<file path="src/hdl/pcc_pkg.sv">
// shared types, constants and arctangent table for the polar/cartesian converter
package pcc_pkg;

    // field widths of the transaction payloads and length of the arctangent table
    localparam int FIELD_W  = 16;
    localparam int RADIUS_W = 17;
    localparam int ANGLE_W  = 32;
    localparam int TAB_LEN  = 24;

    // operation codes
    localparam logic OP_TO_POLAR = 1'b0;
    localparam logic OP_TO_CART  = 1'b1;

    // angle constants, full turn is 2^32
    localparam logic [ANGLE_W-1:0] ANGLE_PI      = 32'h8000_0000;
    localparam logic [ANGLE_W-1:0] ANGLE_HALF_PI = 32'h4000_0000;
    localparam logic [ANGLE_W-1:0] ANGLE_ROUND   = 32'h0000_8000;

    // reciprocal of the limiting cordic gain in q24
    localparam logic [23:0] GAIN_Q24 = 24'd10188014;

    typedef struct packed {
        logic                      op;
        logic signed [FIELD_W-1:0] first_value;
        logic signed [FIELD_W-1:0] second_value;
    } t_in_item;

    typedef struct packed {
        logic signed [RADIUS_W-1:0] first_result;
        logic signed [FIELD_W-1:0]  second_result;
    } t_out_item;

    // control that travels alongside the datapath
    typedef struct packed {
        logic valid;
        logic op;
        logic zero;
    } t_ctl;

    // arctangent of 2^-idx as a fraction of a full turn
    function automatic logic [ANGLE_W-1:0] atan_entry(input logic [4:0] idx);
        logic [ANGLE_W-1:0] v;
        case (idx)
            5'd0:    v = 32'd536870912;
            5'd1:    v = 32'd316933406;
            5'd2:    v = 32'd167458907;
            5'd3:    v = 32'd85004756;
            5'd4:    v = 32'd42667331;
            5'd5:    v = 32'd21354465;
            5'd6:    v = 32'd10679838;
            5'd7:    v = 32'd5340245;
            5'd8:    v = 32'd2670163;
            5'd9:    v = 32'd1335087;
            5'd10:   v = 32'd667544;
            5'd11:   v = 32'd333772;
            5'd12:   v = 32'd166886;
            5'd13:   v = 32'd83443;
            5'd14:   v = 32'd41722;
            5'd15:   v = 32'd20861;
            5'd16:   v = 32'd10430;
            5'd17:   v = 32'd5215;
            5'd18:   v = 32'd2608;
            5'd19:   v = 32'd1304;
            5'd20:   v = 32'd652;
            5'd21:   v = 32'd326;
            5'd22:   v = 32'd163;
            5'd23:   v = 32'd81;
            default: v = '0;
        endcase
        return v;
    endfunction

endpackage

</file>
<file path="src/hdl/pcc_gain.sv">
// gain correction: floor to q8, multiply by q24 gain, round and saturate
module pcc_gain #(
    parameter int XW    = 35,
    parameter int FRAC  = 16,
    parameter int OUT_W = 17
) (
    input  logic                    i_clk,
    input  logic signed [XW-1:0]    i_v,
    output logic signed [OUT_W-1:0] o_v
);

    localparam int Q8W = XW - (FRAC - 8);
    localparam int PW  = Q8W + 25;
    localparam int RW  = PW - 32;
    localparam logic signed [RW-1:0] SAT_MAX = RW'((64'sd1 <<< (OUT_W - 1)) - 64'sd1);
    localparam logic signed [RW-1:0] SAT_MIN = RW'(-(64'sd1 <<< (OUT_W - 1)));
    localparam logic signed [PW-1:0] HALF    = PW'(64'sd1 <<< 31);

    logic signed [Q8W-1:0]   q8;
    logic signed [24:0]      gain_s;
    logic signed [PW-1:0]    r_prod, n_prod;
    logic signed [PW-1:0]    rnd;
    logic signed [RW-1:0]    rounded;
    logic signed [OUT_W-1:0] r_out, n_out;

    // floor to eight fraction bits and multiply
    assign q8     = i_v[XW-1:FRAC-8];
    assign gain_s = $signed({1'b0, pcc_pkg::GAIN_Q24});
    assign n_prod = PW'(q8) * PW'(gain_s);

    // round half up and saturate
    always_comb begin
        rnd     = r_prod + HALF;
        rounded = rnd[PW-1:32];
        if (rounded > SAT_MAX) begin
            n_out = SAT_MAX[OUT_W-1:0];
        end else if (rounded < SAT_MIN) begin
            n_out = SAT_MIN[OUT_W-1:0];
        end else begin
            n_out = rounded[OUT_W-1:0];
        end
    end

    always_ff @(posedge i_clk) begin
        r_prod <= n_prod;
        r_out  <= n_out;
    end

    assign o_v = r_out;

endmodule
</file>
<file path="config.mk">
export PLATFORM = sky130hd
export DESIGN_NAME = pcc_gain
export DESIGN_NICKNAME = d
export VERILOG_FILES = /design/src/hdl/pcc_pkg.sv /design/src/hdl/pcc_gain.sv
export SDC_FILE = /design/constraint.sdc
export NUM_CORES = 1
export LEC_CHECK = 0
export BUFFER_PORTS_ARGS = -buffer_cell sky130_fd_sc_hd__buf_2
export CAP_MARGIN = 15
export CORE_ASPECT_RATIO = 0.5
export CORE_MARGIN = 2
export CORE_UTILIZATION = 54
export CTS_BUF_LIST = sky130_fd_sc_hd__clkbuf_8 sky130_fd_sc_hd__clkbuf_16
export CTS_CLUSTER_SIZE = 28
export DETAILED_ROUTE_END_ITERATION = 8
export PLACE_DENSITY = 0.69
export SETUP_SLACK_MARGIN = 0.2
export SLEW_MARGIN = 20
export SYNTH_ARGS = -nofsm -noshare
export SYNTH_HDL_FRONTEND = slang
export SYNTH_SLANG_ARGS = --single-unit
</file>
<file path="constraint.sdc">
create_clock -name i_clk -period 8.2 [get_ports i_clk]
set_input_delay 1.64 -clock i_clk [delete_from_list [all_inputs] [get_ports i_clk]]
set_output_delay 1.64 -clock i_clk [all_outputs]
set_load 0.005 [all_outputs]
</file>
Yosys cells after proc, flatten, opt, wreduce, memory -nomap -nowiden
Index checks and enable logic that the tools add are counted.

cells by class
  add/sub/neg operators = 1
  $mul = 1
  magnitude comparators = 2
  mux-type cells = 1

operators with widths
  cell                                                              number
  adder 52 x 33 -> 52 bit (second input constant)                   1
  multiplier 27 x 24 -> 51 bit (second input constant)              1
  greater-than comparator 20 x 17 -> 1 bit (second input constant)  1
  < comparator 20 x 17 -> 1 bit (second input constant)             1
  2-to-1 mux 17 bit                                                 1

word-level totals
  flip-flop bits (word level) = 68
  input port bits = 36
  output and inout bits = 17
  logic and storage cells = 7

Depth between registers and ports, before layout
Gate-level depths: netlist (run 1).

  depth in word-level cells = 3
  depth in mapped cells = 23
  depth with buffers taken out = 23

Worst setup path before layout (run 1)
No wires, ideal clock.

  path type = input to register
  start point = input port i_v[33]
  end point = register r_prod[49]
  data arrival time = 7.082 ns
  setup slack = 0.999 ns
  cell stages on the path = 21
  path buffers = 0
  path through = inv_1 -> ha_1 -> xor2_1 -> fa_1 -> fa_1 -> fa_1 -> inv_1 -> fa_1 -> fa_1 -> inv_1 -> fa_1 -> inv_1 -> ha_1 -> nand4_1 -> o21ai_0 -> o221ai_1 -> a31oi_1 -> o21ai_2 -> o311ai_4 -> a21oi_2 -> xnor2_1

between the ends
  cells in the longest elaborated chain, start to end = 1

ends and longest elaborated chain
  element                       RTL line        text
  start, declared               pcc_gain.sv:8   input logic signed [XW-1:0] i_v,
  multiplier 27 x 24 -> 51 bit  pcc_gain.sv:29  assign n_prod = PW'(q8) * PW'(gain_s);
  via n_prod[49]                pcc_gain.sv:21  logic signed [PW-1:0] r_prod, n_prod;
  end signal, assigned          pcc_gain.sv:45  r_prod <= n_prod;
  end, declared                 pcc_gain.sv:21

The timed path passes the listed nets, and every way through them passes these cells.
A chain may end at the register's enable or synchronous reset.

Worst setup path after layout (run 1)
  start point = input port i_v[33]
  end point = register r_prod[45]

The elaborated chain is that of the path after synthesis.

==> results of run 1 <==
[worst max-delay path, cell delays in order]
cell,delay (ps)
clkbuf_4,210
inv_1,130
ha_2,400
xor2_1,210
fa_1,490
fa_1,540
fa_1,530
inv_1,60
fa_1,450
fa_1,510
inv_1,50
fa_1,470
inv_1,40
ha_1,340
nand4_1,150
buf_4,180
nor2_1,190
nand2_1,110
a31oi_1,220
o21ai_2,90
buf_4,190
o311ai_2,340
a21oi_1,140
xnor2_1,210
[placed cells by master, fill, tap and decap left out, drive strengths merged, types with 28 or more instances in the layout]
master	netlist	final
nand2	32	32
buf	2	69
inv	419	419
o21ai	41	41
nor2	28	28
dfxtp	38	38
fa	313	313
xor2	50	50
a21o	42	42
xnor2	30	30
ha	288	288
a21oi	53	53
[worst min-delay path by stage]
stage / endpoint / slack (ps) / cells past startpoint
after floorplan: o_v[16] / 500 / 1
after global placement: o_v[16] / 530 / 1
after detailed placement: o_v[16] / 540 / 1
after CTS: o_v[16] / 550 / 1
after global routing: o_v[16] / 580 / 1
final: o_v[16] / 560 / 1
[state kept, by name (all words and copies together) (netlist names)]
name	count
o_v	17
r_prod	21
[what timing repair did]
item                                    in CTS  in global routing
resized for setup                            0                  2
endpoints found under the setup margin       0                  2
hold endpoints to repair                     0                  0
[metrics by stage]
stage               instances  setup slack, ps  cell area, um2
floorplan                1455            998.7           14790
global placement         1872            256.9           15630
detailed placement       1872            136.8           15630
CTS                      1880            398.7           15830
global route             1880            212.8           15830
finish                   1880            489.5           15830
[Yosys cell counts (2+ instances only)]
cell type | number | area share
a221oi_1 | 3 | 0.0018
nor2b_1 | 5 | 0.0021
xnor2_1 | 30 | 0.018
nand2_1 | 32 | 0.0081
o221ai_1 | 2 | 0.0012
nor2_1 | 28 | 0.0071
nor3b_1 | 2 | 0.0010
xor2_1 | 50 | 0.030
a31oi_1 | 3 | 0.0013
a21o_1 | 42 | 0.021
a21oi_1 | 52 | 0.018
nor4_1 | 4 | 0.0017
nand3_1 | 15 | 0.0051
and2_1 | 3 | 0.0013
o211ai_1 | 4 | 0.0020
inv_1 | 419 | 0.11
fa_1 | 313 | 0.42
and4_1 | 4 | 0.0024
a22o_1 | 4 | 0.0024
dfxtp_1 | 38 | 0.051
clkbuf_1 | 3 | 0.00076
o21bai_1 | 6 | 0.0030
o21ai_1 | 2 | 0.00068
o311ai_4 | 2 | 0.0036
nand4_1 | 13 | 0.0055
or2_2 | 6 | 0.0025
ha_1 | 288 | 0.24
o21ai_0 | 38 | 0.013
nand2b_1 | 2 | 0.00085
nor3_1 | 5 | 0.0017
and3_1 | 7 | 0.0030
o21a_1 | 6 | 0.0030
[layout make-up]
| type | count | area share |
|---|---|---|
| multi-input cells | 993 | 0.7858 |
| inverters | 419 | 0.09934 |
| well taps | 352 | 0.02782 |
| clock inverters | 2 | 0.003794 |
| clock buffers | 6 | 0.008773 |
| flip-flops and latches | 38 | 0.04805 |
| repair buffers | 70 | 0.02640 |
[logic make-up (layout without fill, tap and decap cells)]
family	Yosys count	count (layout)	share of synthesized area
AOI/OAI and AO/OA	179	179	0.08002
xor gates and xnor gates	80	80	0.04737
adders and majority gates	601	601	0.6672
buffers and inverters	424	497	0.1077
DFF	38	38	0.05143
muxes	1	1	0.0006767
and+or+nand+nor	132	132	0.04559
[routing by layer]
layer	track usage	part of all wire	vias up
li1	-	-	4665
met1	0.3594	0.44	5132
met2	0.4501	0.49	203
met3	0.02866	0.046	38
met4	0.05273	0.021	0
met5	0	0	-
==> run_results.csv, run 1 <==
group,metric,value,unit
timing,final_hold_viol_count,0,
logic_synthesis,synth_ff_type,"dfxtp_1",
timing,max_slew_margin,0.3148,
layout,utilization,0.5930,
floorplanning,start_util,0.5541,
grt,grt_pass1_wl,57.50,mm
timing,finalClockSkew,1.941,ps
placement,globalplace.congestion,0.9704,
placement,hpwl,31.41,mm
logic_synthesis,netlist_instances,1455,
route,wire_per_inst,18.51,um
worst_setup_path,crit_fanout,9,
layout,drive_gt1_frac,0.06086,
logic_synthesis,synth_edf_count,0,
clocking,hold_buffers,0,
layout,fillerInstances,2280,
worst_setup_path,cp.arrival,7900,ps
worst_setup_path,r2r-start,"r_prod[32]",
route,drc,0,
logic_synthesis,synth_nets,2092,
clocking,clock_latency,270,ps
logic_synthesis,async_flop_share,0,
worst_setup_path,startpoint,"i_v[33]",
clocking,cts_max_path_buffers,2,
logic_synthesis,synth_seq_area_share,0.05143,
worst_setup_path,crit_path_start_kind,"input port",
route,vias_per_cell,5.339,
logic_synthesis,ys_types,56,
clocking,cts_root_buffer,"clkbuf_16",
clocking,clock-sinks,38,
timing,fin_crit_sh,0.9403,
worst_setup_path,path_class,"input port to flop",
timing,finalSetupTns,0,ps
placement,portBuffers,44,
layout,nNetsFinal,2164,
timing,clock.fmax,129.7,MHz
route,drt_pre_antenna_iters,5,
clocking,cts_tree,"done",
grt,grt_overflow,0,
layout,antenna_cells,0,
route,drtIter0Drc,590,
timing,final-setup-viol-count,0,
worst_setup_path,r2r_end,"o_v[3]",
grt,grt_max_degree,27,
layout,multi_input_area,12440,um2
run_status,status,"complete, no violations",
job,maxCapViolCount,0,
worst_setup_path,crit_path_end,"r_prod[45]",
hold_path,hold_start,"r_prod[51]",
route,ant_nets,0,
floorplanning,dieArea,28810,um2
logic_synthesis,syn_area_per_cell,10.17,um2
layout,syn_to_final_growth,7.029,%
timing,tightest_slew,1028,ps
worst_setup_path,cp.required,8390,ps
clocking,post_cts_buffers,0,
logic_synthesis,yosysWarnings,0,
hold_path,worstHoldPathType,"flop to flop",
floorplanning,die_x,238.1,um
worst_setup_path,reg2reg_depth,6,
grt,antenna_found_initial,0,
layout,regArea,760.7,um2
timing,finalCriticalPeriod,7711,ps
floorplanning,ios,53,
floorplanning,core-area,26700,um2
timing,rsz0062_at_grt,"false",
clocking,path_clk_slew,50,ps
logic_synthesis,ys_ff_latch,38,
floorplanning,num_rows,42,
worst_setup_path,r2r_setup_slack,5380,ps
floorplanning,die_y,121.0,um
route,wl,34.81,mm
route,vias,10038,
grt,grt_use_total,0.2606,
logic_synthesis,syn_area,14790,um2
timing,hold_ws,555.1,ps
worst_setup_path,endpoint_kind,"flop",
clocking,h-tree-depth,2,
timing,drv_slew,0,
grt,first_global_vias,11085,
clocking,cts_buffers,5,
Power of run 1 is left out: the tool's default activity adds up to more than one toggle a clock period on the data nets, which glitch-free logic cannot reach.
==> inputs of run 2 (changes only) <==
--- a/config.mk
+++ b/config.mk
@@ -10,7 +10,7 @@
 export CORE_ASPECT_RATIO = 0.5
 export CORE_MARGIN = 2
 export CORE_UTILIZATION = 54
-export CTS_BUF_LIST = sky130_fd_sc_hd__clkbuf_8 sky130_fd_sc_hd__clkbuf_16
+export CTS_BUF_LIST = sky130_fd_sc_hd__clkbuf_4 sky130_fd_sc_hd__clkbuf_8
 export CTS_CLUSTER_SIZE = 28
 export DETAILED_ROUTE_END_ITERATION = 8
 export PLACE_DENSITY = 0.69
==> run 2 against run 1 <==
  * Core utilization decreased by 0.22 points
  * Clock-buffer cell count unchanged
  * Die area is the same
  * Worst setup slack improved by 38 ps
  * Via count down 0.37%
  * Design area is 0.37% lower
  * Wire length decreased by 0.44%
==> run_results.csv, run 2 (synthesized netlist as in run 1, its figures left out) <==
group,metric,value,unit
run_status,status,"complete, no violations",
clocking,cts_tree,"done",
worst_setup_path,cp.required,8390,ps
route,ant_nets,0,
placement,portBuffers,44,
grt,grt_use_total,0.2599,
grt,grt_overflow,0,
route,drtIter0Drc,552,
timing,finalSetupTns,0,ps
layout,fillerInstances,2290,
route,drt_pre_antenna_iters,5,
floorplanning,core-area,26700,um2
worst_setup_path,cp.arrival,7870,ps
floorplanning,die_x,238.1,um
clocking,cts_root_buffer,"clkbuf_8",
layout,layoutNonFillerInstCount,1880,
grt,grt_pass1_wl,57.30,mm
layout,top_register,"r_prod",
worst_setup_path,crit_path_start_kind,"input port",
grt,antenna_found_initial,0,
hold_path,worstHoldPathType,"flop to flop",
route,wl,34.65,mm
floorplanning,num_rows,42,
timing,tightest_slew,1021,ps
timing,fin_crit_sh,0.9357,
timing,max_slew_margin,0.3195,
route,vias_per_cell,5.320,
clocking,clock_latency,280,ps
placement,hpwl,31.41,mm
route,drc,0,
clocking,cts_max_path_buffers,2,
job,maxCapViolCount,0,
layout,nNetsFinal,2164,
floorplanning,ios,53,
clocking,clock-sinks,38,
layout,final_cell_mix,"419 x inv_1, 313 x fa_1, 288 x ha_1",
clocking,path_clk_slew,70,ps
worst_setup_path,endpoint_kind,"flop",
placement,globalplace.congestion,0.9704,
timing,drv_slew,0,
timing,final-setup-viol-count,0,
floorplanning,dieArea,28810,um2
worst_setup_path,path_class,"input port to flop",
placement,placedCellCount,1872,
layout,drive_gt1_frac,0.06021,
worst_setup_path,crit_fanout,9,
route,vias,10001,
timing,rsz0062_at_grt,"false",
clocking,cts_buffers,5,
floorplanning,start_util,0.5541,
grt,grt_max_degree,27,
clocking,h-tree-depth,2,
route,wire_per_inst,18.43,um
timing,clock.fmax,130.3,MHz
timing,final_hold_viol_count,0,
layout,antenna_cells,0,
layout,utilization,0.5908,
layout,largest_reg_flops,21,
timing,finalClockSkew,4.953,ps
grt,first_global_vias,11032,
timing,finalCriticalPeriod,7673,ps
layout,syn_to_final_growth,6.632,%
layout,final_common_cell,"inv_1",
floorplanning,die_y,121.0,um
## run 2: changes by cell type in the layout (fill, tap and decap cells not counted)
| cell | before | now |
|---|---|---|
| ha_1 | 287 | 288 |
| ha_2 | 1 | 0 |
| clkbuf_16 | 5 | 0 |
| clkbuf_8 | 1 | 6 |
## run 2: layout make-up
| class | count | area (um2) | area share |
|---|---|---|---|
| clock inverters | 2 | 60.06 | 0.003808 |
| inverters | 419 | 1573 | 0.09971 |
| repair buffers | 70 | 417.9 | 0.02650 |
| multi-input cells | 993 | 12440 | 0.7886 |
| clock buffers | 6 | 82.58 | 0.005236 |
| flip-flops and latches | 38 | 760.7 | 0.04823 |
| well taps | 352 | 440.4 | 0.02792 |
## run 2: path summary, 6_finish.rpt
kind	slack, ps	cells past startpoint	endpoint	start
setup / recovery	530	23	r_prod[45]	i_v[33]
hold / removal	550	1	o_v[16]	r_prod[51]
setup reg to reg	5400	6	o_v[3]	r_prod[31]
hold reg to reg	550	1	o_v[16]	r_prod[51]
## run 2: layer usage
metal / share of wire / vias to the layer above / track usage
li1: - / 4663 / -
met1: 0.44 / 5080 / 0.3586
met2: 0.49 / 218 / 0.4481
met3: 0.050 / 40 / 0.02866
met4: 0.022 / 0 / 0.05391
met5: 0 / - / 0
## run 2: metrics by stage
step | area, um2 | setup WS [ps] | hold slack (ps)
after floorplan | 14790 | 998.7 | 500.8
after global placement | 15630 | 256.9 | 533.9
after detailed placement | 15630 | 136.8 | 539.7
after CTS | 15770 | 426.5 | 550.7
after global routing | 15770 | 218.9 | 586.0
final | 15770 | 527.0 | 550.6
## run 2: critical path, stage by stage
cell	delay [ps]
clkbuf_4	210
inv_1	120
ha_1	400
xor2_1	190
fa_1	560
fa_1	540
fa_1	530
inv_1	60
fa_1	450
fa_1	510
inv_1	50
fa_1	470
inv_1	40
ha_1	340
nand2_1	60
o21ai_0	250
o221ai_1	240
a31oi_1	250
o21ai_2	90
buf_4	180
o311ai_2	340
a21oi_1	140
xnor2_1	210
## run 2: what timing repair did
| action | 4_1_cts | 5_1_grt |
|---|---|---|
| endpoints found under the setup margin | 0 | 2 |
| endpoints found under the hold margin | 0 | 0 |
| setup buffers | 0 | 0 |
| hold buffers | 0 | 0 |
| gates resized for setup | 0 | 1 |
Power of run 2 is left out for the same reason.
