[src/hdl/pcc_pkg.sv]
// shared types, constants and arctangent table for the polar/cartesian converter
package pcc_pkg;

    // field widths of the transaction payloads and length of the arctangent table
    localparam int FIELD_W  = 16;
    localparam int RADIUS_W = 17;
    localparam int ANGLE_W  = 32;
    localparam int TAB_LEN  = 24;

    // operation codes
    localparam logic OP_TO_POLAR = 1'b0;
    localparam logic OP_TO_CART  = 1'b1;

    // angle constants, full turn is 2^32
    localparam logic [ANGLE_W-1:0] ANGLE_PI      = 32'h8000_0000;
    localparam logic [ANGLE_W-1:0] ANGLE_HALF_PI = 32'h4000_0000;
    localparam logic [ANGLE_W-1:0] ANGLE_ROUND   = 32'h0000_8000;

    // reciprocal of the limiting cordic gain in q24
    localparam logic [23:0] GAIN_Q24 = 24'd10188014;

    typedef struct packed {
        logic                      op;
        logic signed [FIELD_W-1:0] first_value;
        logic signed [FIELD_W-1:0] second_value;
    } t_in_item;

    typedef struct packed {
        logic signed [RADIUS_W-1:0] first_result;
        logic signed [FIELD_W-1:0]  second_result;
    } t_out_item;

    // control that travels alongside the datapath
    typedef struct packed {
        logic valid;
        logic op;
        logic zero;
    } t_ctl;

    // arctangent of 2^-idx as a fraction of a full turn
    function automatic logic [ANGLE_W-1:0] atan_entry(input logic [4:0] idx);
        logic [ANGLE_W-1:0] v;
        case (idx)
            5'd0:    v = 32'd536870912;
            5'd1:    v = 32'd316933406;
            5'd2:    v = 32'd167458907;
            5'd3:    v = 32'd85004756;
            5'd4:    v = 32'd42667331;
            5'd5:    v = 32'd21354465;
            5'd6:    v = 32'd10679838;
            5'd7:    v = 32'd5340245;
            5'd8:    v = 32'd2670163;
            5'd9:    v = 32'd1335087;
            5'd10:   v = 32'd667544;
            5'd11:   v = 32'd333772;
            5'd12:   v = 32'd166886;
            5'd13:   v = 32'd83443;
            5'd14:   v = 32'd41722;
            5'd15:   v = 32'd20861;
            5'd16:   v = 32'd10430;
            5'd17:   v = 32'd5215;
            5'd18:   v = 32'd2608;
            5'd19:   v = 32'd1304;
            5'd20:   v = 32'd652;
            5'd21:   v = 32'd326;
            5'd22:   v = 32'd163;
            5'd23:   v = 32'd81;
            default: v = '0;
        endcase
        return v;
    endfunction

endpackage

[src/hdl/pcc_cell.sv]
// one cordic micro-rotation cell of the conversion chain
module pcc_cell #(
    parameter int XW   = 35,
    parameter int STEP = 0
) (
    input  logic                          i_clk,
    input  logic                          i_rst_n,
    input  logic signed [XW-1:0]          i_x,
    input  logic signed [XW-1:0]          i_y,
    input  logic [pcc_pkg::ANGLE_W-1:0]   i_z,
    input  pcc_pkg::t_ctl                 i_ctl,
    output logic signed [XW-1:0]          o_x,
    output logic signed [XW-1:0]          o_y,
    output logic [pcc_pkg::ANGLE_W-1:0]   o_z,
    output pcc_pkg::t_ctl                 o_ctl
);

    localparam logic [pcc_pkg::ANGLE_W-1:0] ATAN = pcc_pkg::atan_entry(5'(STEP));

    logic signed [XW-1:0]        r_x, n_x;
    logic signed [XW-1:0]        r_y, n_y;
    logic [pcc_pkg::ANGLE_W-1:0] r_z, n_z;
    pcc_pkg::t_ctl               r_ctl;
    logic signed [XW-1:0]        dx;
    logic signed [XW-1:0]        dy;

    // flooring shifts of the neighbour coordinate
    assign dx = i_y >>> STEP;
    assign dy = i_x >>> STEP;

    // direction: drive y to zero when vectoring, z to zero when rotating
    always_comb begin
        if (i_ctl.op == pcc_pkg::OP_TO_POLAR) begin
            if (!i_y[XW-1]) begin
                n_x = i_x + dx;
                n_y = i_y - dy;
                n_z = i_z + ATAN;
            end else begin
                n_x = i_x - dx;
                n_y = i_y + dy;
                n_z = i_z - ATAN;
            end
        end else begin
            if (!i_z[pcc_pkg::ANGLE_W-1]) begin
                n_x = i_x - dx;
                n_y = i_y + dy;
                n_z = i_z - ATAN;
            end else begin
                n_x = i_x + dx;
                n_y = i_y - dy;
                n_z = i_z + ATAN;
            end
        end
    end

    // control register
    always_ff @(posedge i_clk) begin
        if (!i_rst_n) begin
            r_ctl <= '0;
        end else begin
            r_ctl <= i_ctl;
        end
    end

    // payload registers
    always_ff @(posedge i_clk) begin
        r_x <= n_x;
        r_y <= n_y;
        r_z <= n_z;
    end

    assign o_x   = r_x;
    assign o_y   = r_y;
    assign o_z   = r_z;
    assign o_ctl = r_ctl;

endmodule

[config.mk]
export PLATFORM = sky130hd
export DESIGN_NAME = pcc_cell
export DESIGN_NICKNAME = d
export VERILOG_FILES = /design/src/hdl/pcc_pkg.sv /design/src/hdl/pcc_cell.sv
export SDC_FILE = /design/constraint.sdc
export NUM_CORES = 1
export LEC_CHECK = 0
export BUFFER_PORTS_ARGS = -buffer_cell sky130_fd_sc_hd__buf_4
export CAP_MARGIN = 20
export CELL_PAD_IN_SITES_DETAIL_PLACEMENT = 1
export CELL_PAD_IN_SITES_GLOBAL_PLACEMENT = 2
export CORE_UTILIZATION = 31
export CTS_CLUSTER_SIZE = 30
export DETAILED_ROUTE_END_ITERATION = 12
export PLACE_DENSITY = 0.79
export SETUP_SLACK_MARGIN = 0.15
export SLEW_MARGIN = 20
export SYNTH_ARGS = -nofsm -noshare
export SYNTH_HDL_FRONTEND = slang
export SYNTH_SLANG_ARGS = --single-unit
export TNS_END_PERCENT = 50
[constraint.sdc]
create_clock -name i_clk -period 3.66 [get_ports i_clk]
set_input_delay 0.549 -clock i_clk [delete_from_list [all_inputs] [get_ports i_clk]]
set_output_delay 0.549 -clock i_clk [all_outputs]
set_load 0.02 [all_outputs]
* After elaboration in Yosys (flattened, before gate mapping) *
Index checks and enable logic that the tools add are counted.

word-level totals
  memories = 0
  input port bits = 107
  latch bits = 0
  output and inout port bits = 105
  bits in writable memories = 0
  bits in read-only memories = 0
  bits in registers = 105
  word-level logic and storage cells = 20

operators by class
  bitwise gates (word level) = 0
  div/mod/pow operators = 0
  shift operators = 0
  magnitude comparators = 0
  $add $sub $neg = 5
  equal/unequal tests = 0
  multiplexer cells = 9
  multipliers = 0
  reductions and logical operators = 0

operators by type and width
  cell                                                 count
  2-to-1 mux 35 bit                                    6
  2-to-1 mux 32 bit                                    3
  subtractor 35 bit                                    2
  adder 35 bit                                         1
  adder 32 x 30 -> 32 bit, second input constant       1
  subtractor 32 x 30 -> 32 bit, second input constant  1

* Logic depth before layout (Yosys ltp) *
Gate-level depths: netlist of run 1.

  word-level depth = 3
  mapped depth = 13
  mapped depth without buffers = 13

* Worst setup path after synthesis of run 1 *
No wires, ideal clock.

  path type = in2reg
  from = input port i_x[0]
  to = register r_x[32], in the netlist o_x[32]
  arrival = 2.937 ns
  data required time = 3.528 ns
  setup slack = 0.591 ns
  library setup time = 0.132 ns
  buffers on the path = 0
  stages = 13
  cell sequence = ha_1 inv_1 fa_1 o21bai_2 o2111ai_2 a31oi_2 nand4_1 a21oi_2 a21oi_1 or4b_1 o2111ai_1 o221ai_1 xor2_1

between the ends
  cells in the longest elaborated chain, start to end = 3
  elaborated cells between the ends (all ways) = 5
  those cells by class = add/sub: 2; mux: 3

ends and longest elaborated chain
  element                                                   line                            RTL
  start: declaration                                        pcc_cell.sv:8                   input logic signed [XW-1:0] i_x,
  adder 35 bit / subtractor 35 bit (equally long branches)  n/a
  2-to-1 mux 35 bit, on equally long branches               pcc_cell.sv:34, pcc_cell.sv:44
  2-to-1 mux 35 bit (*)                                     pcc_cell.sv:33                  if (i_ctl.op == pcc_pkg::OP_TO_POLAR) begin
  named net n_x[32]                                         pcc_cell.sv:20                  logic signed [XW-1:0] r_x, n_x;
  end signal: assignment                                    pcc_cell.sv:67                  r_x <= n_x;
  end: declaration                                          pcc_cell.sv:20

The timed path passes the listed nets; every way through them passes the cells marked *.
A chain may end at the register's enable or synchronous reset.

* Final worst setup path of run 1 *
  from = input port i_x[0]
  to = register r_x[34], in the netlist o_x[34]

Same word-level chain as after synthesis.

==> results of run 1 <==
## per-stage QoR
stage	util	instances	setup WS, ps	TNS (ps)
floorplan	-	994	591.2	0
global placement	0.4031	1539	72.54	0
detailed placement	0.4031	1539	-14.95	-14.95
CTS	0.4156	1555	366.6	0
global route	0.4156	1555	203.1	0
finish	0.4156	1555	343.6	0
## kinds of logic (layout without fill, tap and decap cells)
family	count (synthesis)	after routing
buffers and inverters	148	379
AND/OR/NAND/NOR	215	215
multiplexers	15	15
XOR/XNOR	68	68
adder cells (fa/ha/maj)	107	107
AO/OA/AOI/OAI	337	337
flip-flops	104	104
## power by group through the flow
stage	Sequential, mW	Clock [mW]	Combinational (mW)
floorplan	1.72	0	0.845
finish	1.42	1.05	1.98
global route	1.44	1.12	2.13
CTS	1.43	1.09	1.98
global placement	1.45	0	1.95
detailed placement	1.45	0	1.97
## registers in the layout, indices dropped and copies added, names as in the netlist
signal	count
o_y	35
o_x	34
o_z	32
o_ctl	3
## worst max-delay path by stage
stage	start	to	slack, ps	cells after the start
final	i_x[0]	o_x[34]	340	14
after global routing	i_x[0]	o_y[32]	200	14
after CTS	i_x[0]	o_x[34]	370	14
after detailed placement	i_x[0]	o_x[34]	-10	14
after global placement	i_x[0]	o_x[34]	70	14
after floorplan	i_x[0]	o_x[32]	590	13
## metal layers
metal,vias up,part of all wire
met2,221,0.46
met1,3724,0.47
met5,-,0
met4,0,0.016
met3,25,0.052
li1,3899,-
## cells in the final DEF (no fill, tap or decap), types with 14 or more instances in the layout
| master | n |
|---|---|
| nand2_1 | 49 |
| a21oi_1 | 120 |
| xnor2_1 | 54 |
| o21bai_1 | 21 |
| inv_1 | 95 |
| nor3_1 | 14 |
| o21ai_0 | 59 |
| a21o_1 | 34 |
| dfxtp_1 | 104 |
| mux2i_1 | 15 |
| buf_4 | 261 |
| ha_1 | 104 |
| nor2_1 | 85 |
| xor2_1 | 14 |
## area by class of cell
type	count	area, sq um
sequential	104	2082
timing repair buffer	261	1959
clock inverter	7	88.84
fill	3053	14760
inverter	102	382.9
multi-input combinational	742	5344
tap	330	412.9
clock buffer	9	225.2
==> run_results.csv, run 1 <==
group,metric,value,unit
run_status,status,"completed",
worst_setup_path,crit_path_frequent_cell,"a21oi_1",
drt,drtIter0Drc,408,
die,io_pins,212,
min_path,min_to,"o_z[26]",
synthesis,avgSynthCellArea,8.059,sq um
pwr,p_int,2.670,mW
die,fp.dieW,162.7,um
worst_setup_path,path_cells,"buf_4, ha_1, inv_1, fa_1, o21bai_2, o2111ai_2, a31oi_2, nand4_1, a21oi_2, a21oi_1, or4b_1, a32oi_1, a21oi_1, xnor2_1",
pwr,p_per_area,424.0,nW/um^2
grt,grt_usage,0.2156,
worst_setup_path,crit_buf_inv,2,
worst_setup_path,cp-start-kind,"input pin",
placement,portBuffers,211,
synthesis,synth_top_family_by_area,"compound AO/OA/AOI/OAI gates",
synthesis,synthFlopType,"dfxtp_1",
worst_setup_path,path_delay_family,"compound AO/OA/AOI/OAI gates",
pwr,combinationalPowerShare,0.444,
drt,viasPerCell,5.060,
synthesis,syn_inst,994,
min_path,min_from,"i_z[26]",
finish,fin_nets,1434,
timing,fin_crit,3316,ps
die,die_h,162.7,um
worst_setup_path,crit_fanout,4,
grt,grt_use_met1,0.2864,
worst_setup_path,cp-end-kind,"register",
clock_tree,clock_path_buffers,2,
synthesis,synth-simple-area-share,0.1267,
pwr,pwr-share-seq,0.320,
clock_tree,cts.sinks,104,
synthesis,synth_edf_count,0,
worst_setup_path,cpPeakStageDelay,500,ps
grt,overflow,0,
finish,area.growth.synth_to_final,31.02,%
finish,stdcell_area,10500,sq um
clock_tree,hold_buffers,0,
pwr,power.total,4.450,mW
clock_tree,clkTransAtPathRegs,90,ps
synthesis,synth.area.top_cells,"dfxtp_1, ha_1, a21oi_1",
timing,relSlewSlack,0.4817,
synthesis,async_reset_ff_frac,0,
grt,grt_pass1_wl,44110,um
synthesis,yosys_warnings,0,
placement,routabilityCongestion,0.8691,
synthesis,synth_area,8010,sq um
drt,drc,0,
die,core_area,25250,sq um
synthesis,synth_most_common_cell,"a21oi_1",
drt,num_vias,7869,
pwr,leakagePower,5.086,nW
die,start_util,0.3172,
pwr,ir_drop,0.2024,mV
drt,post_drt_wl_per_cell,18.47,um
finish,drive_gt1_frac,0.2498,
synthesis,synth_compound_area_frac,0.2759,
grt,grt_pass1_vias,8029,
synthesis,yosysSeqAreaShare,0.2599,
synthesis,synth_top_area_frac,0.2599,
worst_setup_path,crit_arrival,3560,ps
clock_tree,htreeDepth,3,
placement,dp_hpwl,23360,um
worst_setup_path,critPathKind,"input pin to register",
grt,grt_max_degree,46,
synthesis,yosys-mux-area-fraction,0.01874,
worst_setup_path,slowest_stage,"or4b_1",
timing,min_period_over_period,0.9061,
grt,antenna_found_initial,0,
clock_tree,cts_root_buf,"clkbuf_16",
drt,first_pass_iters,5,
timing,hold_violations,0,
worst_setup_path,crit_required,3900,ps
timing,hold_ws,272.1,ps
synthesis,synth-xor-area-share,0.07435,
clock_tree,cts_tree,"built",
drt,ant_nets,0,
pwr,p_sw,1.780,mW
timing,finalSetupViolCount,0,
synthesis,synth.net_count,1208,
synthesis,synth_cell_types,85,
grt,grt.busiest_layer,"met2",
timing,grt_setup_unrepaired,"false",
flow_run,maxCapViolations,0,
clock_tree,post_cts_buffers,0,
timing,slew_violations,0,
synthesis,synth_fa_ha_area_frac,0.1699,
grt,use_met2,0.3621,
placement,dpl_cell_area,10180,sq um
min_path,hold_path.class,"input pin to register",
clock_tree,cts_buffers,9,
finish,diodes,0,
min_path,hold_depth,1,
die,dieArea,26490,sq um
synthesis,synthTopCellsByCount,"a21oi_1, dfxtp_1, ha_1",
pwr,p_clk_frac,0.236,
grt,grt_util_met3,0.03387,
timing,fmax,0.3015,GHz
clock_tree,cts_resized,0,
die,rows,58,
pwr,swShare,0.4000,
synthesis,synth_seq_cells,104,
synthesis,yosys.area.top_type,"dfxtp_1",
timing,tightest_slew,777.4,ps
drt,routed_wl,28720,um
Note: power is estimated with default switching activity, not from simulation.
==> inputs of run 2 (changes only) <==
REMOVE_ABC_BUFFERS = 1   (was unset)
==> run 2 against run 1 <==
Against the previous run: worst hold slack gained 5.5 ps; routed wire length is essentially flat; first-iteration DRC count shrank 24%; cell count grew 0.19%; final area grew 0.13%; die area is the same; non-clock buffer count grew 3; global-route usage shrank 0.070 points; critical path depth shrank 1; utilization grew 0.055 points; clock power is essentially flat.
==> run_results.csv, run 2 (synthesized netlist as in run 1, its figures left out) <==
group,metric,value,unit
run_status,status,"completed",
finish,diodes,0,
clock_tree,clock_path_buffers,2,
worst_setup_path,cpPeakStageDelay,440,ps
grt,grt_pass1_wl,44260,um
clock_tree,hold_buffers,0,
drt,post_drt_wl_per_cell,18.43,um
min_path,hold_depth,1,
placement,dpl_cell_area,10200,sq um
worst_setup_path,crit_arrival,3590,ps
grt,grt_max_degree,34,
finish,instances_no_fill,1558,
finish,fin_util,0.4161,
placement,dp_cells,1542,
timing,fmax,0.2981,GHz
worst_setup_path,critPathKind,"input pin to register",
placement,routabilityCongestion,0.8813,
placement,portBuffers,211,
timing,grt_setup_unrepaired,"false",
timing,min_period_over_period,0.9166,
drt,ant_nets,0,
clock_tree,htreeDepth,3,
clock_tree,cts_root_buf,"clkbuf_16",
die,start_util,0.3172,
die,core_area,25250,sq um
timing,fin_crit,3355,ps
min_path,hold_path.class,"input pin to register",
finish,fin_nets,1437,
die,fp.dieW,162.7,um
finish,drive_gt1_frac,0.2524,
timing,relSlewSlack,0.4278,
drt,num_vias,7865,
flow_run,maxCapViolations,0,
grt,antenna_found_initial,0,
drt,routed_wl,28710,um
grt,overflow,0,
worst_setup_path,cp-end-kind,"register",
drt,drtIter0Drc,309,
min_path,min_to,"o_z[11]",
grt,grt_usage,0.2149,
worst_setup_path,crit_required,3900,ps
pwr,ir_drop,0.2579,mV
clock_tree,clkTransAtPathRegs,80,ps
finish,largest_register_ffs,35,
timing,hold_violations,0,
worst_setup_path,slowest_stage,"a221oi_1",
timing,tightest_slew,856.4,ps
worst_setup_path,crit_fanout,5,
drt,viasPerCell,5.048,
timing,timing.setup.tns,0,ps
finish,area.growth.synth_to_final,31.19,%
worst_setup_path,cp-start-kind,"input pin",
finish,layout_commonest_cell,"buf_4",
clock_tree,cts_tree,"built",
timing,setup_ws,305.1,ps
clock_tree,cts_buffers,9,
min_path,min_from,"i_z[11]",
die,die_h,162.7,um
finish,stdcell_area,10510,sq um
grt,grt_pass1_vias,7949,
die,rows,58,
die,io_pins,212,
placement,dp_hpwl,23400,um
pwr,leakagePower,5.099,nW
placement,post-place-ws,-183.5,ps
finish,fillers,3093,
drt,first_pass_iters,5,
pwr,p_per_area,420.3,nW/um^2
timing,slew_violations,0,
timing,finalSetupViolCount,0,
clock_tree,cts.sinks,104,
worst_setup_path,path_cells,"buf_4, inv_1, ha_1, nand2b_1, a221oi_1, or4_4, nand2_2, o211ai_4, a21oi_1, o41a_1, o41ai_2, mux2i_1, xor2_1",
drt,drc,0,
die,dieArea,26490,sq um
finish,mostFrequentLayoutCells,"buf_4, a21oi_1, ha_1, dfxtp_1, inv_1",
==> run 2: repair_timing <==
| action | 4_1_cts | 5_1_grt |
|---|---|---|
| endpoints found under the hold margin | 0 | 0 |
| setup endpoints to repair | 0 | 1 |
| buffers inserted | 0 | 0 |
| gates resized for setup | 0 | 1 |
==> run 2: cell type report <==
class | count | area [sq um] | share of cell area
clock inverters | 7 | 72.57 | 0.006906
inverters | 102 | 382.9 | 0.03643
multi-input cells | 742 | 5351 | 0.5092
well taps | 330 | 412.9 | 0.03929
flip-flops and latches | 104 | 2082 | 0.1981
repair buffers | 264 | 1982 | 0.1886
clock buffers | 9 | 225.2 | 0.02143
==> run 2: worst max-delay path by stage <==
stage	slack, ps	cells after the start	startpoint	to
floorplan	-60	7	i_ctl[1]	o_y[33]
global placement	-160	13	i_x[1]	o_x[31]
detailed placement	-180	13	i_x[1]	o_x[31]
CTS	180	13	i_x[1]	o_x[31]
global route	180	14	i_x[0]	o_x[34]
finish	310	13	i_x[1]	o_x[31]
==> run 2: metal layers <==
metal,global-route usage,routed length [um]
met3,0.02623,1198
met4,0.06202,460
met2,0.3644,13640
met5,0,0
met1,0.2836,13410
==> run 2: power by group <==
group / leakage, nW / internal, mW / switching, mW
Combinational: 4.07 / 0.823 / 1.15
Clock: 0.147 / 0.484 / 0.536
Sequential: 0.877 / 1.35 / 0.0720
Total: 5.10 / 2.66 / 1.76
==> run 2: critical path, delay by kind of cell <==
| kind | cells | cell delay, ps |
|---|---|---|
| xor+xnor | 1 | 170 |
| simple gates | 3 | 500 |
| mux | 1 | 170 |
| compound gates | 5 | 1680 |
| buf+inv | 2 | 250 |
| fa+ha+maj | 1 | 280 |
==> run 2: stage by stage <==
stage          hold WS (ps)  power (mW)
2_1_floorplan         576.7       2.546
3_3_place_gp          653.4       3.408
3_5_place_dp          654.8       3.425
4_1_cts               266.5       4.470
5_1_grt               263.2       4.680
6_report              277.7       4.417
==> inputs of run 3 (changes only) <==
CORE_UTILIZATION = 28   (was 31)
PLACE_DENSITY = 0.75   (was 0.79)
clock period = 2.7 ns   (was 3.66 ns; I/O delays follow)
==> run 3 against run 2 <==
Against the previous run: the run now ends with setup timing left; cell count grew 18%; non-clock buffer count increased by 231; clock-buffer cell count unchanged; first-iteration DRC count increased by 26%; critical path depth increased by 2; routed wire length increased by 12%; critical path type unchanged; critical endpoint is now o_x[26]; largest power group unchanged.
==> run_results.csv, run 3 (synthesized netlist as in run 1, its figures left out) <==
group,metric,value,unit
finish,stdcell_area,13020,sq um
grt,grt_usage,0.2199,
timing,min_period_over_period,1.052,
timing,hold_violations,0,
drt,drc,0,
timing,fin_crit,2841,ps
run_status,status,"complete, but fails checks",
grt,antenna_found_initial,0,
die,dieArea,29290,sq um
timing,fmax,0.3520,GHz
clock_tree,cts_root_buf,"clkbuf_16",
worst_setup_path,crit_fanout,3,
placement,dp_cells,1805,
placement,routabilityCongestion,0.9064,
clock_tree,clock_path_buffers,2,
die,core_area,27930,sq um
placement,portBuffers,211,
run_status,violations,"setup timing",
worst_setup_path,critPathKind,"input pin to register",
timing,timing.setup.tns,-763.3,ps
clock_tree,cts_buffers,9,
finish,fin_nets,1668,
timing,relSlewSlack,0.6451,
grt,grt_pass1_vias,9396,
min_path,hold_depth,1,
finish,diodes,0,
timing,setup_ws,-141.1,ps
timing,slew_violations,0,
drt,post_drt_wl_per_cell,17.50,um
pwr,p_per_area,514.9,nW/um^2
clock_tree,htreeDepth,3,
drt,first_pass_iters,4,
finish,fillers,3413,
timing,grt_setup_unrepaired,"true",
finish,instances_no_fill,1836,
die,io_pins,212,
finish,largest_register_ffs,35,
die,rows,61,
finish,drive_gt1_frac,0.4273,
drt,drtIter0Drc,388,
worst_setup_path,cp-end-kind,"register",
timing,tightest_slew,532.4,ps
placement,dpl_cell_area,11890,sq um
grt,overflow,0,
die,die_h,171.1,um
placement,dp_hpwl,26220,um
drt,viasPerCell,4.838,
finish,mostFrequentLayoutCells,"buf_4, a21oi_1, dfxtp_1",
timing,finalSetupViolCount,8,
clock_tree,clkTransAtPathRegs,70,ps
drt,ant_nets,0,
drt,routed_wl,32120,um
pwr,leakagePower,6.344,nW
finish,area.growth.synth_to_final,62.59,%
flow_run,maxCapViolations,0,
worst_setup_path,crit_arrival,3130,ps
grt,grt_pass1_wl,49560,um
grt,grt_max_degree,37,
min_path,hold_path.class,"input pin to register",
die,fp.dieW,171.1,um
drt,num_vias,8882,
clock_tree,cts_tree,"built",
die,start_util,0.2868,
finish,layout_commonest_cell,"buf_4",
pwr,ir_drop,0.2882,mV
clock_tree,cts.sinks,104,
worst_setup_path,crit_required,2980,ps
worst_setup_path,cp-start-kind,"input pin",
-- run 3: cell types whose count changed in the layout (fill, tap and decap cells not counted), moves of 5 or more --
cell / change
a21oi_1: -16
a21oi_2: +14
buf_4: +211
buf_6: +16
ha_1: -17
ha_4: +13
inv_1: -5
nor2_1: -5
o21ai_0: -10
o31ai_1: -7
-- run 3: metrics by stage --
stage	power (mW)	utilization	setup slack, ps	hold slack [ps]
finish	6.705	0.4662	-141.1	138.8
global route	7.086	0.4662	-253.4	116.8
CTS	6.721	0.4600	-164.7	120.3
detailed placement	5.041	0.4256	-722.2	510.4
global placement	4.998	0.4256	-637.4	509.6
floorplan	3.452	-	-873.6	432.7
-- run 3: power by group --
| part | leakage, nW | switching (mW) | internal [mW] |
|---|---|---|---|
| sequential | 0.877 | 0.0949 | 1.84 |
| combinational | 5.31 | 1.76 | 1.55 |
| clock | 0.152 | 0.650 | 0.814 |
-- run 3: final timing paths --
kind                   to  slack, ps     from
setup / recovery  o_x[26]       -140   i_x[6]
hold / removal    o_z[26]        140  i_z[26]
-- run 3: area by class of cell --
cell class	count	area, sq um	share of cell area
Tap cell	378	473.0	0.03631
Clock inverter	6	90.09	0.006917
Multi-Input combinational cell	742	5952	0.4570
Sequential cell	104	2082	0.1599
Timing Repair Buffer	495	3811	0.2926
Inverter	102	390.4	0.02997
Clock buffer	9	225.2	0.01729
-- run 3: per-layer routing --
layer  track usage  up-vias  wire [um]
met5             0        -          0
met4       0.06483        0        610
met3       0.02845       31       1254
met2        0.3932      202      15900
met1        0.2722     4282      14360
li1              -     4367          -
-- run 3: repair_timing --
item                       CTS  global route
gates resized for setup    115            33
hold buffers                 0             0
setup endpoints to repair   43            37
setup buffers               12             4
pin swaps                   59            37
-- run 3: critical path: stages --
cell and delay [ps]:
buf_4 110, buf_4 130, ha_1 220, nor2b_2 180
o31ai_2 350, a31oi_4 80, nand4_1 150, a21oi_2 100
buf_4 160, a311oi_4 270, o311ai_2 120, buf_4 160
a211o_1 320, a31oi_1 220, xnor2_1 150
